--- src/rtl/fir_filter_circular_delay_macros.svh ---
// Assertion shorthands for the top-level RTL file.
// Every check is sampled on clk and switched off while arst_n is low.
`ifndef FIR_FILTER_CIRCULAR_DELAY_MACROS_SVH
`define FIR_FILTER_CIRCULAR_DELAY_MACROS_SVH

// Same-cycle implication
`define FCD_ASSERT_IMP(lbl, ante, cons, msg) \
	lbl: assert property (@(posedge clk) disable iff (!arst_n) (ante) |-> (cons)) \
		else $error(msg);

// Next-cycle implication
`define FCD_ASSERT_NXT(lbl, ante, cons, msg) \
	lbl: assert property (@(posedge clk) disable iff (!arst_n) (ante) |=> (cons)) \
		else $error(msg);

`endif

--- src/rtl/fcd_pkg.sv ---
package fcd_pkg;

	// Fixed field widths
	localparam int FUNC_W      = 2;
	localparam int TAP_COUNT_W = 7;
	localparam int COEF_IDX_W  = 6;

	// Request function codes
	localparam logic [FUNC_W-1:0] FUNC_FILTER    = 2'd0;
	localparam logic [FUNC_W-1:0] FUNC_LOAD_COEF = 2'd1;
	localparam logic [FUNC_W-1:0] FUNC_CLEAR     = 2'd2;

	// Sequencer states
	typedef enum logic [2:0] {
		ST_INIT,
		ST_IDLE,
		ST_CLR,
		ST_MAC,
		ST_DRAIN,
		ST_ROUND,
		ST_OUT
	} fcd_state_t;

	// Control from the sequencer to the multiply-accumulate unit
	typedef struct packed {
		logic clr;
		logic vld;
	} mac_ctl_t;

endpackage

--- src/rtl/fcd_mac.sv ---
module fcd_mac
	import fcd_pkg::*;
#(
	parameter int SAMPLE_BITS = 16,
	parameter int COEF_BITS   = 16,
	parameter int ACC_W       = 38
) (
	input  logic                          clk,
	input  logic                          arst_n,
	input  mac_ctl_t                      ctl,
	input  logic signed [COEF_BITS-1:0]   coef,
	input  logic signed [SAMPLE_BITS-1:0] samp,
	output logic                          busy,
	output logic signed [ACC_W-1:0]       acc
);

	localparam int PRW = SAMPLE_BITS + COEF_BITS;

	logic                  vld_s2;
	logic signed [PRW-1:0] prod_s2;
	logic signed [ACC_W-1:0] acc_q;

	// Track the product stage
	always_ff @(posedge clk or negedge arst_n) begin
		if (!arst_n) begin
			vld_s2 <= 1'b0;
		end else begin
			vld_s2 <= ctl.vld;
		end
	end

	// Register one product per tap
	always_ff @(posedge clk) begin
		prod_s2 <= PRW'(coef) * PRW'(samp);
	end

	// Accumulate the products, restart on a new sample
	always_ff @(posedge clk or negedge arst_n) begin
		if (!arst_n) begin
			acc_q <= '0;
		end else if (ctl.clr) begin
			acc_q <= '0;
		end else if (vld_s2) begin
			acc_q <= acc_q + ACC_W'(prod_s2);
		end
	end

	assign busy = vld_s2;
	assign acc  = acc_q;

endmodule
--- config.mk ---
export PLATFORM = sky130hd
export DESIGN_NAME = fcd_mac
export DESIGN_NICKNAME = d
export VERILOG_FILES = /design/src/rtl/fir_filter_circular_delay_macros.svh /design/src/rtl/fcd_pkg.sv /design/src/rtl/fcd_mac.sv
export SDC_FILE = /design/constraint.sdc
export NUM_CORES = 1
export LEC_CHECK = 0
export ABC_AREA = 1
export BUFFER_PORTS_ARGS = -buffer_cell sky130_fd_sc_hd__buf_2
export CAP_MARGIN = 0
export CORE_ASPECT_RATIO = 1.75
export CORE_MARGIN = 4
export CORE_UTILIZATION = 40
export CTS_CLUSTER_SIZE = 25
export DETAILED_ROUTE_END_ITERATION = 10
export HOLD_SLACK_MARGIN = 0.1
export PLACE_DENSITY = 0.64
export SETUP_SLACK_MARGIN = 0.2
export SLEW_MARGIN = 25
export SYNTH_ARGS = -nofsm -noshare
export SYNTH_HDL_FRONTEND = slang
export SYNTH_SLANG_ARGS = --single-unit
--- constraint.sdc ---
create_clock -name clk -period 2.1 [get_ports clk]
set_input_delay 0.105 -clock clk [delete_from_list [all_inputs] [get_ports clk]]
set_output_delay 0.105 -clock clk [all_outputs]
set_load 0.05 [all_outputs]
==> flow_metrics.env, run 1 <==
export IMPL_r2r_cells=12
export IMPL_clk_path_buf_depth=2
export IMPL_routedWlPerCell_um=17.07
export IMPL_tightest_slew_ns=0.5740
export IMPL_syn_area_um2=15550
export IMPL_fin_crit_ns=4.660
export IMPL_layout_area_seq_um2=1644
export IMPL_holdWs_ns=0.2590
export IMPL_path_class="input port to flop"
export IMPL_crit_end="prod_s2[29]$_DFF_P_"
export IMPL_die_y_um=268.9
export IMPL_fin_area_um2=22560
export IMPL_worstReg2RegEnd="acc[24]$_DFFE_PN0P_"
export IMPL_core_region_area_um2=38390
export IMPL_fin_skew_ns=0.01381
export IMPL_critPathLaunch="samp[15]"
export IMPL_drv_slew=0
export IMPL_drc=0
export IMPL_synth_async_sr_flop_share=0.5493
export IMPL_cts_inserted_buffers=9
export IMPL_timing_rr_start="acc[0]$_DFFE_PN0P_"
export IMPL_clkTransAtPathRegs_ns=0.05
export IMPL_synth_area_per_cell_um2=7.154
export IMPL_synth_ff_type="dfrtp_1"
export IMPL_fill_cells=3245
export IMPL_grt_max_degree=40
export IMPL_timing_final_hold_violations=0
export IMPL_synth_edff_count=0
export IMPL_synthCells=2174
export IMPL_fin_crit_sh=2.219
export IMPL_fin_ws_ns=-2.560
export IMPL_diodes=0
export IMPL_grt_pass1_vias=16290
export IMPL_hpwl_um=41040
export IMPL_multiInputGateArea_um2=14530
export IMPL_gr_total_overflow=0
export IMPL_dieArea_um2=42220
export IMPL_std_cell_rows=95
export IMPL_cp_arrival_ns=4.90
export IMPL_drt_initial_drc_count=603
export IMPL_start_util=0.4051
export IMPL_place_congestion=0.9788
export IMPL_grt_pass1_wl_um=79540
export IMPL_synthTopCellsByArea="fa_1, nand2_1, inv_1"
export IMPL_yosys_cell_count_top_type="nand2_1"
export IMPL_yosysSeqAreaShare=0.1039
export IMPL_drive_above_1_share=0.3866
export IMPL_wirelength_um=50790
export IMPL_dpl_instance_area_um2=18600
export IMPL_place_ws_ns=-3.251
export IMPL_vias_per_cell=4.990
export IMPL_violations="negative setup slack"
export IMPL_maxCapViolations=0
export IMPL_nets=2904
export IMPL_maxSlewHeadroom=0.6174
export IMPL_clock_fmax_ghz=0.2146
export IMPL_rsz0062_at_grt="yes"
export IMPL_outcome="complete, but fails checks"
export IMPL_first_pass_iters=5
export IMPL_die_w_um=157.1
export IMPL_ys_top_cells_by_count="nand2_1, inv_1, fa_1, ha_1, nor2_1"
export IMPL_grt_total_usage=0.2393
export IMPL_cts_root_buf="clkbuf_16"
export IMPL_setup_viol=28
export IMPL_yosysTopAreaCell="fa_1"
export IMPL_yosys_warnings=0
export IMPL_r2r_slack_ns=0.03
export IMPL_crit_required_ns=2.34
export IMPL_synth_top_cell_area_share=0.3385
export IMPL_cts_tree="yes"
export IMPL_areaGrowthSynthToFinish_pct=45.07
export IMPL_numClockSinks=71
export IMPL_start_kind="input port"
export IMPL_synth_nets=2592
export IMPL_synth_cell_type_count=39
export IMPL_ios=75
export IMPL_vias=14850
export IMPL_ys_seq_elements=71
export IMPL_port_buffers=74
export IMPL_ant_nets=0
export IMPL_htreeDepth=3
export IMPL_grt_antenna_before_repair=0
export IMPL_endpoint_kind="flop"
export IMPL_cp_max_fo=4
export IMPL_insertion_delay_ns=0.36
export IMPL_hold_path_class="input port to flop"
## cells by family after synthesis
| kind of cell | count (synthesis) | share of synthesized area |
|---|---|---|
| adders and majority gates | 382 | 0.4343 |
| xor gates and xnor gates | 31 | 0.01746 |
| buffers and inverters | 641 | 0.1552 |
| and+or+nand+nor | 913 | 0.2387 |
| AOI/OAI and AO/OA | 136 | 0.05044 |
| DFF | 71 | 0.1039 |
## worst min-delay path by stage
| stage | slack [ns] | start | endpoint | depth (start not counted) |
|---|---|---|---|---|
| 6_report | 0.26 | coef[0] | prod_s2[0]$_DFF_P_ | 4 |
| 5_1_grt | 0.29 | coef[0] | prod_s2[0]$_DFF_P_ | 4 |
| 4_1_cts | 0.24 | coef[0] | prod_s2[0]$_DFF_P_ | 4 |
| 3_5_place_dp | 0.22 | arst_n | busy$_DFF_PN0_ | 2 |
| 3_3_place_gp | 0.22 | arst_n | acc[3]$_DFFE_PN0P_ | 2 |
| 2_1_floorplan | -0.19 | arst_n | acc[0]$_DFFE_PN0P_ | 0 |
## cell type report
type	count	share of cell area
inverters	575	0.09650
multi-input cells	1462	0.6440
flip-flops and latches	71	0.07287
repair buffers	367	0.1463
clock inverters	3	0.001886
well taps	485	0.02690
clock buffers	13	0.01154
## layer usage
layer | global-route usage | part of all wire
met1 | 0.2250 | 0.32
met2 | 0.4778 | 0.57
met3 | 0.01927 | 0.030
met4 | 0.1608 | 0.081
met5 | 0 | 0
## state kept, by name, indices dropped and copies added, names as in the netlist
| name | flops |
|---|---|
| prod_s2 | 32 |
| busy | 1 |
| acc | 38 |
## placed cells by master, fill, tap and decap left out, types with 14 or more instances in the layout
| cell | n |
|---|---|
| buf_12 | 17 |
| ha_1 | 41 |
| nor2_2 | 41 |
| nand2_1 | 505 |
| a21oi_4 | 15 |
| buf_8 | 14 |
| a21oi_2 | 34 |
| nand3_1 | 34 |
| fa_2 | 28 |
| buf_2 | 47 |
| o21ai_0 | 14 |
| nand2_4 | 51 |
| buf_4 | 204 |
| dfxtp_1 | 31 |
| buf_6 | 80 |
| xor2_1 | 14 |
| dfrtp_1 | 20 |
| nand4_1 | 18 |
| o21ai_1 | 17 |
| dfrtp_2 | 19 |
| ha_4 | 75 |
| inv_1 | 501 |
| nand2_2 | 111 |
| a21oi_1 | 16 |
| nor2_1 | 35 |
| nand3_2 | 28 |
| fa_1 | 235 |
| inv_2 | 69 |
| nor2_4 | 41 |
## critical path, cell delays in order
cell and delay [ns]:
buf_6 0.08, clkinvlp_4 0.15, buf_6 0.18, or2_4 0.22
fa_1 0.45, fa_1 0.49, inv_1 0.05, fa_1 0.43
fa_2 0.48, fa_1 0.49, inv_1 0.05, fa_1 0.47
inv_1 0.06, ha_4 0.25, a21o_4 0.23, nor2_1 0.17
o21bai_2 0.09, buf_4 0.15, a21oi_2 0.15, nand2_1 0.06
nand2_1 0.05, nand2_1 0.05
## timing repair
item                                    4_1_cts  5_1_grt
resized for setup                           414      345
endpoints found under the setup margin       56       59
gates cloned                                  0        1
hold endpoints to repair                     41        0
setup buffers                                42       39
hold buffers                                  3        0
pin swaps                                   138      201
## stage by stage
step / setup TNS (ns) / cells / utilization
detailed placement: -75.25 / 2875 / 0.4844
finish: -61.05 / 2976 / 0.5876
global placement: -74.12 / 2875 / 0.4844
CTS: -60.87 / 2936 / 0.5465
floorplan: -60.82 / 2174 / -
global route: -65.15 / 2976 / 0.5876
Power of run 1 is not shown: default switching activity piles up to over one toggle a cycle in this logic, so the estimate is an artifact.
==> inputs of run 2 (changes only) <==
CAP_MARGIN = not set   (was 0)
clock period = 5.2 ns   (was 2.1 ns; I/O delays follow)
==> run 2 against run 1 <==
  * The run now ends clean
  * Register-to-register slack better by 2.5 ns
  * First-iteration DRC count up 1.0%
  * Worst hold slack worse by 0.13 ns
  * Final area down 18%
  * Sequential share of layout area up 1.4 points
  * Core utilization down 11 points
  * Setup slack better by 2.8 ns
  * Critical path depth unchanged
==> flow_metrics.env, run 2 (synthesis gave the netlist of run 1 again) <==
export IMPL_outcome="finished clean"
export IMPL_fin_tns_setup_ns=0
export IMPL_grt_total_usage=0.2249
export IMPL_cts_root_buf="clkbuf_16"
export IMPL_grt_max_degree=40
export IMPL_fin_crit_ns=4.929
export IMPL_core_region_area_um2=38390
export IMPL_fin_ws_ns=0.2714
export IMPL_hp_start="ctl[1]"
export IMPL_drive_above_1_share=0.1723
export IMPL_critPathLaunch="samp[3]"
export IMPL_timing_rr_start="acc[0]$_DFFE_PN0P_"
export IMPL_vias_per_cell=4.884
export IMPL_vias=13850
export IMPL_hpwl_um=40200
export IMPL_grt_pass1_wl_um=74100
export IMPL_min_path_cells=2
export IMPL_cts_inserted_buffers=9
export IMPL_setup_viol=0
export IMPL_layout_area_seq_um2=1617
export IMPL_start_kind="input port"
export IMPL_clock_fmax_ghz=0.2029
export IMPL_start_util=0.4051
export IMPL_final_common_cell="nand2_1"
export IMPL_drv_slew=0
export IMPL_timing_final_hold_violations=0
export IMPL_grt_pass1_vias=15160
export IMPL_clk_path_buf_depth=2
export IMPL_tightest_slew_ns=0.5462
export IMPL_ant_nets=0
export IMPL_wirelength_um=45900
export IMPL_endpoint_kind="flop"
export IMPL_areaGrowthSynthToFinish_pct=19.03
export IMPL_fin_area_um2=18510
export IMPL_ios=75
export IMPL_port_buffers=74
export IMPL_drc=0
export IMPL_place_inst=2803
export IMPL_place_ws_ns=-0.4673
export IMPL_htreeDepth=3
export IMPL_rsz0062_at_grt="yes"
export IMPL_final_cell_mix="nand2_1, inv_1, fa_1"
export IMPL_gr_total_overflow=0
export IMPL_path_class="input port to flop"
export IMPL_r2r_cells=12
export IMPL_fill_cells=3813
export IMPL_die_y_um=268.9
export IMPL_routedWlPerCell_um=16.19
export IMPL_fin_cells=2835
export IMPL_largest_reg_flops=38
export IMPL_first_pass_iters=5
export IMPL_std_cell_rows=95
export IMPL_dieArea_um2=42220
export IMPL_cp_max_fo=9
export IMPL_hold_path_class="input port to flop"
export IMPL_cp_arrival_ns=5.17
export IMPL_crit_required_ns=5.45
export IMPL_place_congestion=0.9654
export IMPL_maxSlewHeadroom=0.6359
export IMPL_drt_initial_drc_count=609
export IMPL_insertion_delay_ns=0.36
export IMPL_maxCapViolations=0
export IMPL_diodes=0
export IMPL_numClockSinks=71
export IMPL_fin_crit_sh=0.9478
export IMPL_dpl_instance_area_um2=17350
export IMPL_clkTransAtPathRegs_ns=0.06
export IMPL_nets=2763
export IMPL_fin_skew_ns=0.01126
export IMPL_die_w_um=157.1
export IMPL_grt_antenna_before_repair=0
export IMPL_multiInputGateArea_um2=12120
export IMPL_cts_tree="yes"
run 2: changes by cell type in the layout (fill, tap and decap cells not counted), moves of 49 or more:
| cell | change |
|---|---|
| nand2_4 | -49 |
| nand2_2 | -83 |
| nor2_1 | +51 |
| buf_4 | -71 |
| ha_4 | -59 |
| inv_1 | +61 |
| inv_2 | -58 |
| buf_6 | -57 |
| nand2_1 | +139 |
| ha_1 | +58 |
run 2: area by class of cell:
type	count	area share
Clock buffer	9	0.01217
Clock inverter	7	0.004393
Inverter	575	0.1169
Multi-Input combinational cell	1462	0.6545
Sequential cell	71	0.08733
Tap cell	485	0.03278
Timing Repair Buffer	226	0.09186
run 2: what timing repair did:
item | 4_1_cts | 5_1_grt
pin swaps | 3 | 56
endpoints found under the setup margin | 8 | 21
setup buffers | 1 | 13
hold endpoints to repair | 11 | 0
hold buffers | 2 | 0
gates resized for setup | 10 | 197
run 2: critical path, stage by stage:
cell and delay (ns):
clkbuf_4 0.19, nand2_1 0.08, inv_1 0.06, fa_2 0.64, buf_4 0.14, fa_1 0.43, fa_1 0.58, fa_1 0.44
fa_1 0.49, inv_1 0.05, fa_1 0.47, inv_1 0.06, ha_4 0.28, nand2_1 0.08, buf_4 0.15, nor2_4 0.12
inv_4 0.07, nor3_4 0.18, and3_4 0.22, nand2_4 0.05, nand4_1 0.09, nand2_1 0.05
run 2: routing by layer:
layer,GRT usage,wire length (um)
met4,0.1489,3791
met1,0.2150,15250
met2,0.4442,25630
met5,0,0
met3,0.02088,1233
run 2: worst paths after layout:
check | slack, ns | to
max | 0.27 | prod_s2[27]$_DFF_P_
min | 0.13 | acc[6]$_DFFE_PN0P_
max reg2reg | 2.55 | acc[28]$_DFFE_PN0P_
min reg2reg | 0.51 | acc[31]$_DFFE_PN0P_
max in group asynchronous | 4.38 | acc[24]$_DFFE_PN0P_
min in group asynchronous | 0.43 | acc[4]$_DFFE_PN0P_
run 2: through the flow:
step / util / hold WS, ns
4_1_cts: 0.4618 / 0.1165
3_5_place_dp: 0.4520 / 0.3734
5_1_grt: 0.4822 / 0.1346
3_3_place_gp: 0.4520 / 0.3709
2_1_floorplan: - / -0.03559
6_report: 0.4822 / 0.1331
Power of run 2 is left out for the same reason.
==> inputs of run 3 (changes only) <==
GPL_TIMING_DRIVEN = 0   (was not set)
==> run 3 against run 2 <==
  * Fmax down 1.3%
  * Non-clock buffer count down 61
  * Worst hold slack worse by 0.018 ns
  * Clock-buffer cell count unchanged
  * First-iteration DRC count up 13%
  * Final area about the same
  * Critical path type unchanged
  * Final cell count down 2.2%
  * Critical endpoint unchanged
  * Core utilization about the same
  * Critical path depth down 1
  * Die area unchanged
  * Global-route usage up 2.6 points
==> flow_metrics.env, run 3 (synthesis gave the netlist of run 1 again) <==
export IMPL_outcome="finished clean"
export IMPL_die_w_um=157.1
export IMPL_min_path_cells=2
export IMPL_vias_per_cell=5.047
export IMPL_timing_rr_start="acc[0]$_DFFE_PN0P_"
export IMPL_clkTransAtPathRegs_ns=0.06
export IMPL_maxCapViolations=0
export IMPL_htreeDepth=3
export IMPL_std_cell_rows=95
export IMPL_grt_pass1_vias=15250
export IMPL_largest_reg_flops=38
export IMPL_insertion_delay_ns=0.36
export IMPL_fill_cells=3841
export IMPL_cp_arrival_ns=5.24
export IMPL_r2r_slack_ns=2.55
export IMPL_start_util=0.4051
export IMPL_wirelength_um=51380
export IMPL_fin_skew_ns=0.01083
export IMPL_multiInputGateArea_um2=12380
export IMPL_drt_initial_drc_count=689
export IMPL_setup_viol=0
export IMPL_critPathSlowestCell="fa_2"
export IMPL_hold_end="acc[6]$_DFFE_PN0P_"
export IMPL_crit_required_ns=5.44
export IMPL_routedWlPerCell_um=18.52
export IMPL_numClockSinks=71
export IMPL_grt_total_usage=0.2506
export IMPL_nets=2702
export IMPL_worstReg2RegEnd="acc[28]$_DFFE_PN0P_"
export IMPL_cp_common_cell="fa_1"
export IMPL_grt_antenna_before_repair=0
export IMPL_fin_area_um2=18520
export IMPL_crit_path_max_incr_delay_ns=0.68
export IMPL_hpwl_um=43360
export IMPL_diodes=0
export IMPL_rsz0062_at_grt="yes"
export IMPL_layout_area_seq_um2=1617
export IMPL_cts_inserted_buffers=9
export IMPL_cts_tree="yes"
export IMPL_vias=14000
export IMPL_cp_max_fo=10
export IMPL_hold_path_class="input port to flop"
export IMPL_port_buffers=47
export IMPL_drc=0
export IMPL_first_pass_iters=6
export IMPL_grt_pass1_wl_um=80240
export IMPL_fin_tns_setup_ns=0
export IMPL_final_common_cell="nand2_1"
export IMPL_endpoint_kind="flop"
export IMPL_dpl_instance_area_um2=16560
export IMPL_final_cell_mix="nand2_1, inv_1, fa_1"
export IMPL_core_region_area_um2=38390
export IMPL_clk_path_buf_depth=2
export IMPL_drive_above_1_share=0.1595
export IMPL_place_congestion=0.9648
export IMPL_cts_root_buf="clkbuf_16"
export IMPL_gr_total_overflow=0
export IMPL_start_kind="input port"
export IMPL_drv_slew=0
export IMPL_fin_crit_ns=4.995
export IMPL_path_class="input port to flop"
export IMPL_maxSlewHeadroom=0.5019
export IMPL_areaGrowthSynthToFinish_pct=19.09
export IMPL_hp_start="ctl[1]"
export IMPL_die_y_um=268.9
export IMPL_tightest_slew_ns=0.7471
export IMPL_grt_max_degree=40
export IMPL_timing_final_hold_violations=0
export IMPL_clock_fmax_ghz=0.2002
export IMPL_dieArea_um2=42220
export IMPL_fin_crit_sh=0.9606
export IMPL_r2r_cells=12
export IMPL_final_util=0.4824
export IMPL_crit_chain="buf_4, buf_8, nand2_1, fa_1, inv_1, fa_1, fa_2, fa_1, fa_1, inv_1, fa_1, inv_1, ha_4, nand2_2, nor2_2, inv_2, nor3_4, and3_1, nand2_1, nand4_1, nand2_2"
export IMPL_ant_nets=0
export IMPL_ios=75
-- run 3: final cells by class --
type                       count  area share
sequential                    71     0.08728
tap                          485     0.03276
multi-input combinational   1462      0.6682
buffer                        66     0.04175
inverter                     575      0.1169
clock inverter                 7    0.003918
timing repair buffer          99     0.03695
clock buffer                   9     0.01216
-- run 3: routing by layer --
metal / wire length [um] / part of all wire / vias up / GRT usage
met3: 2196 / 0.043 / 229 / 0.02377
met5: 0 / 0 / - / 0
met1: 15680 / 0.31 / 6686 / 0.2287
met2: 27930 / 0.54 / 532 / 0.4859
met4: 5571 / 0.11 / 0 / 0.2083
li1: - / - / 6554 / -
-- run 3: repair_timing --
action                                 in CTS  in global routing
hold buffers                                2                  0
endpoints found under the hold margin      20                  0
gates resized for setup                   180                177
setup endpoints to repair                  22                 18
cloned                                      2                  1
pin swaps                                  35                 73
buffers inserted                           20                 27
-- run 3: worst max-delay path: cells and delay by family --
family | cells | cell delay (ns)
fa+ha+maj | 7 | 3.47
simple gates | 8 | 0.90
buf+inv | 6 | 0.60
-- run 3: metrics by stage --
step	setup WS [ns]	instances	hold slack, ns
global placement	-0.9574	2706	0.3714
detailed placement	-0.9248	2706	0.3729
finish	0.2050	2774	0.1147
floorplan	0.1880	2174	-0.03559
CTS	0.1883	2746	0.1057
global route	0.04108	2774	0.1503
-- run 3: how the worst max path moves through the flow --
stage | startpoint | end | slack [ns] | depth (start not counted)
after floorplan | samp[5] | prod_s2[30]$_DFF_P_ | 0.19 | 19
after detailed placement | coef[2] | prod_s2[21]$_DFF_P_ | -0.92 | 20
after global placement | samp[13] | prod_s2[21]$_DFF_P_ | -0.96 | 20
final | samp[8] | prod_s2[27]$_DFF_P_ | 0.20 | 21
after CTS | samp[4] | prod_s2[25]$_DFF_P_ | 0.19 | 22
after global routing | samp[3] | prod_s2[27]$_DFF_P_ | 0.04 | 20
Power of run 3 is left out for the same reason.
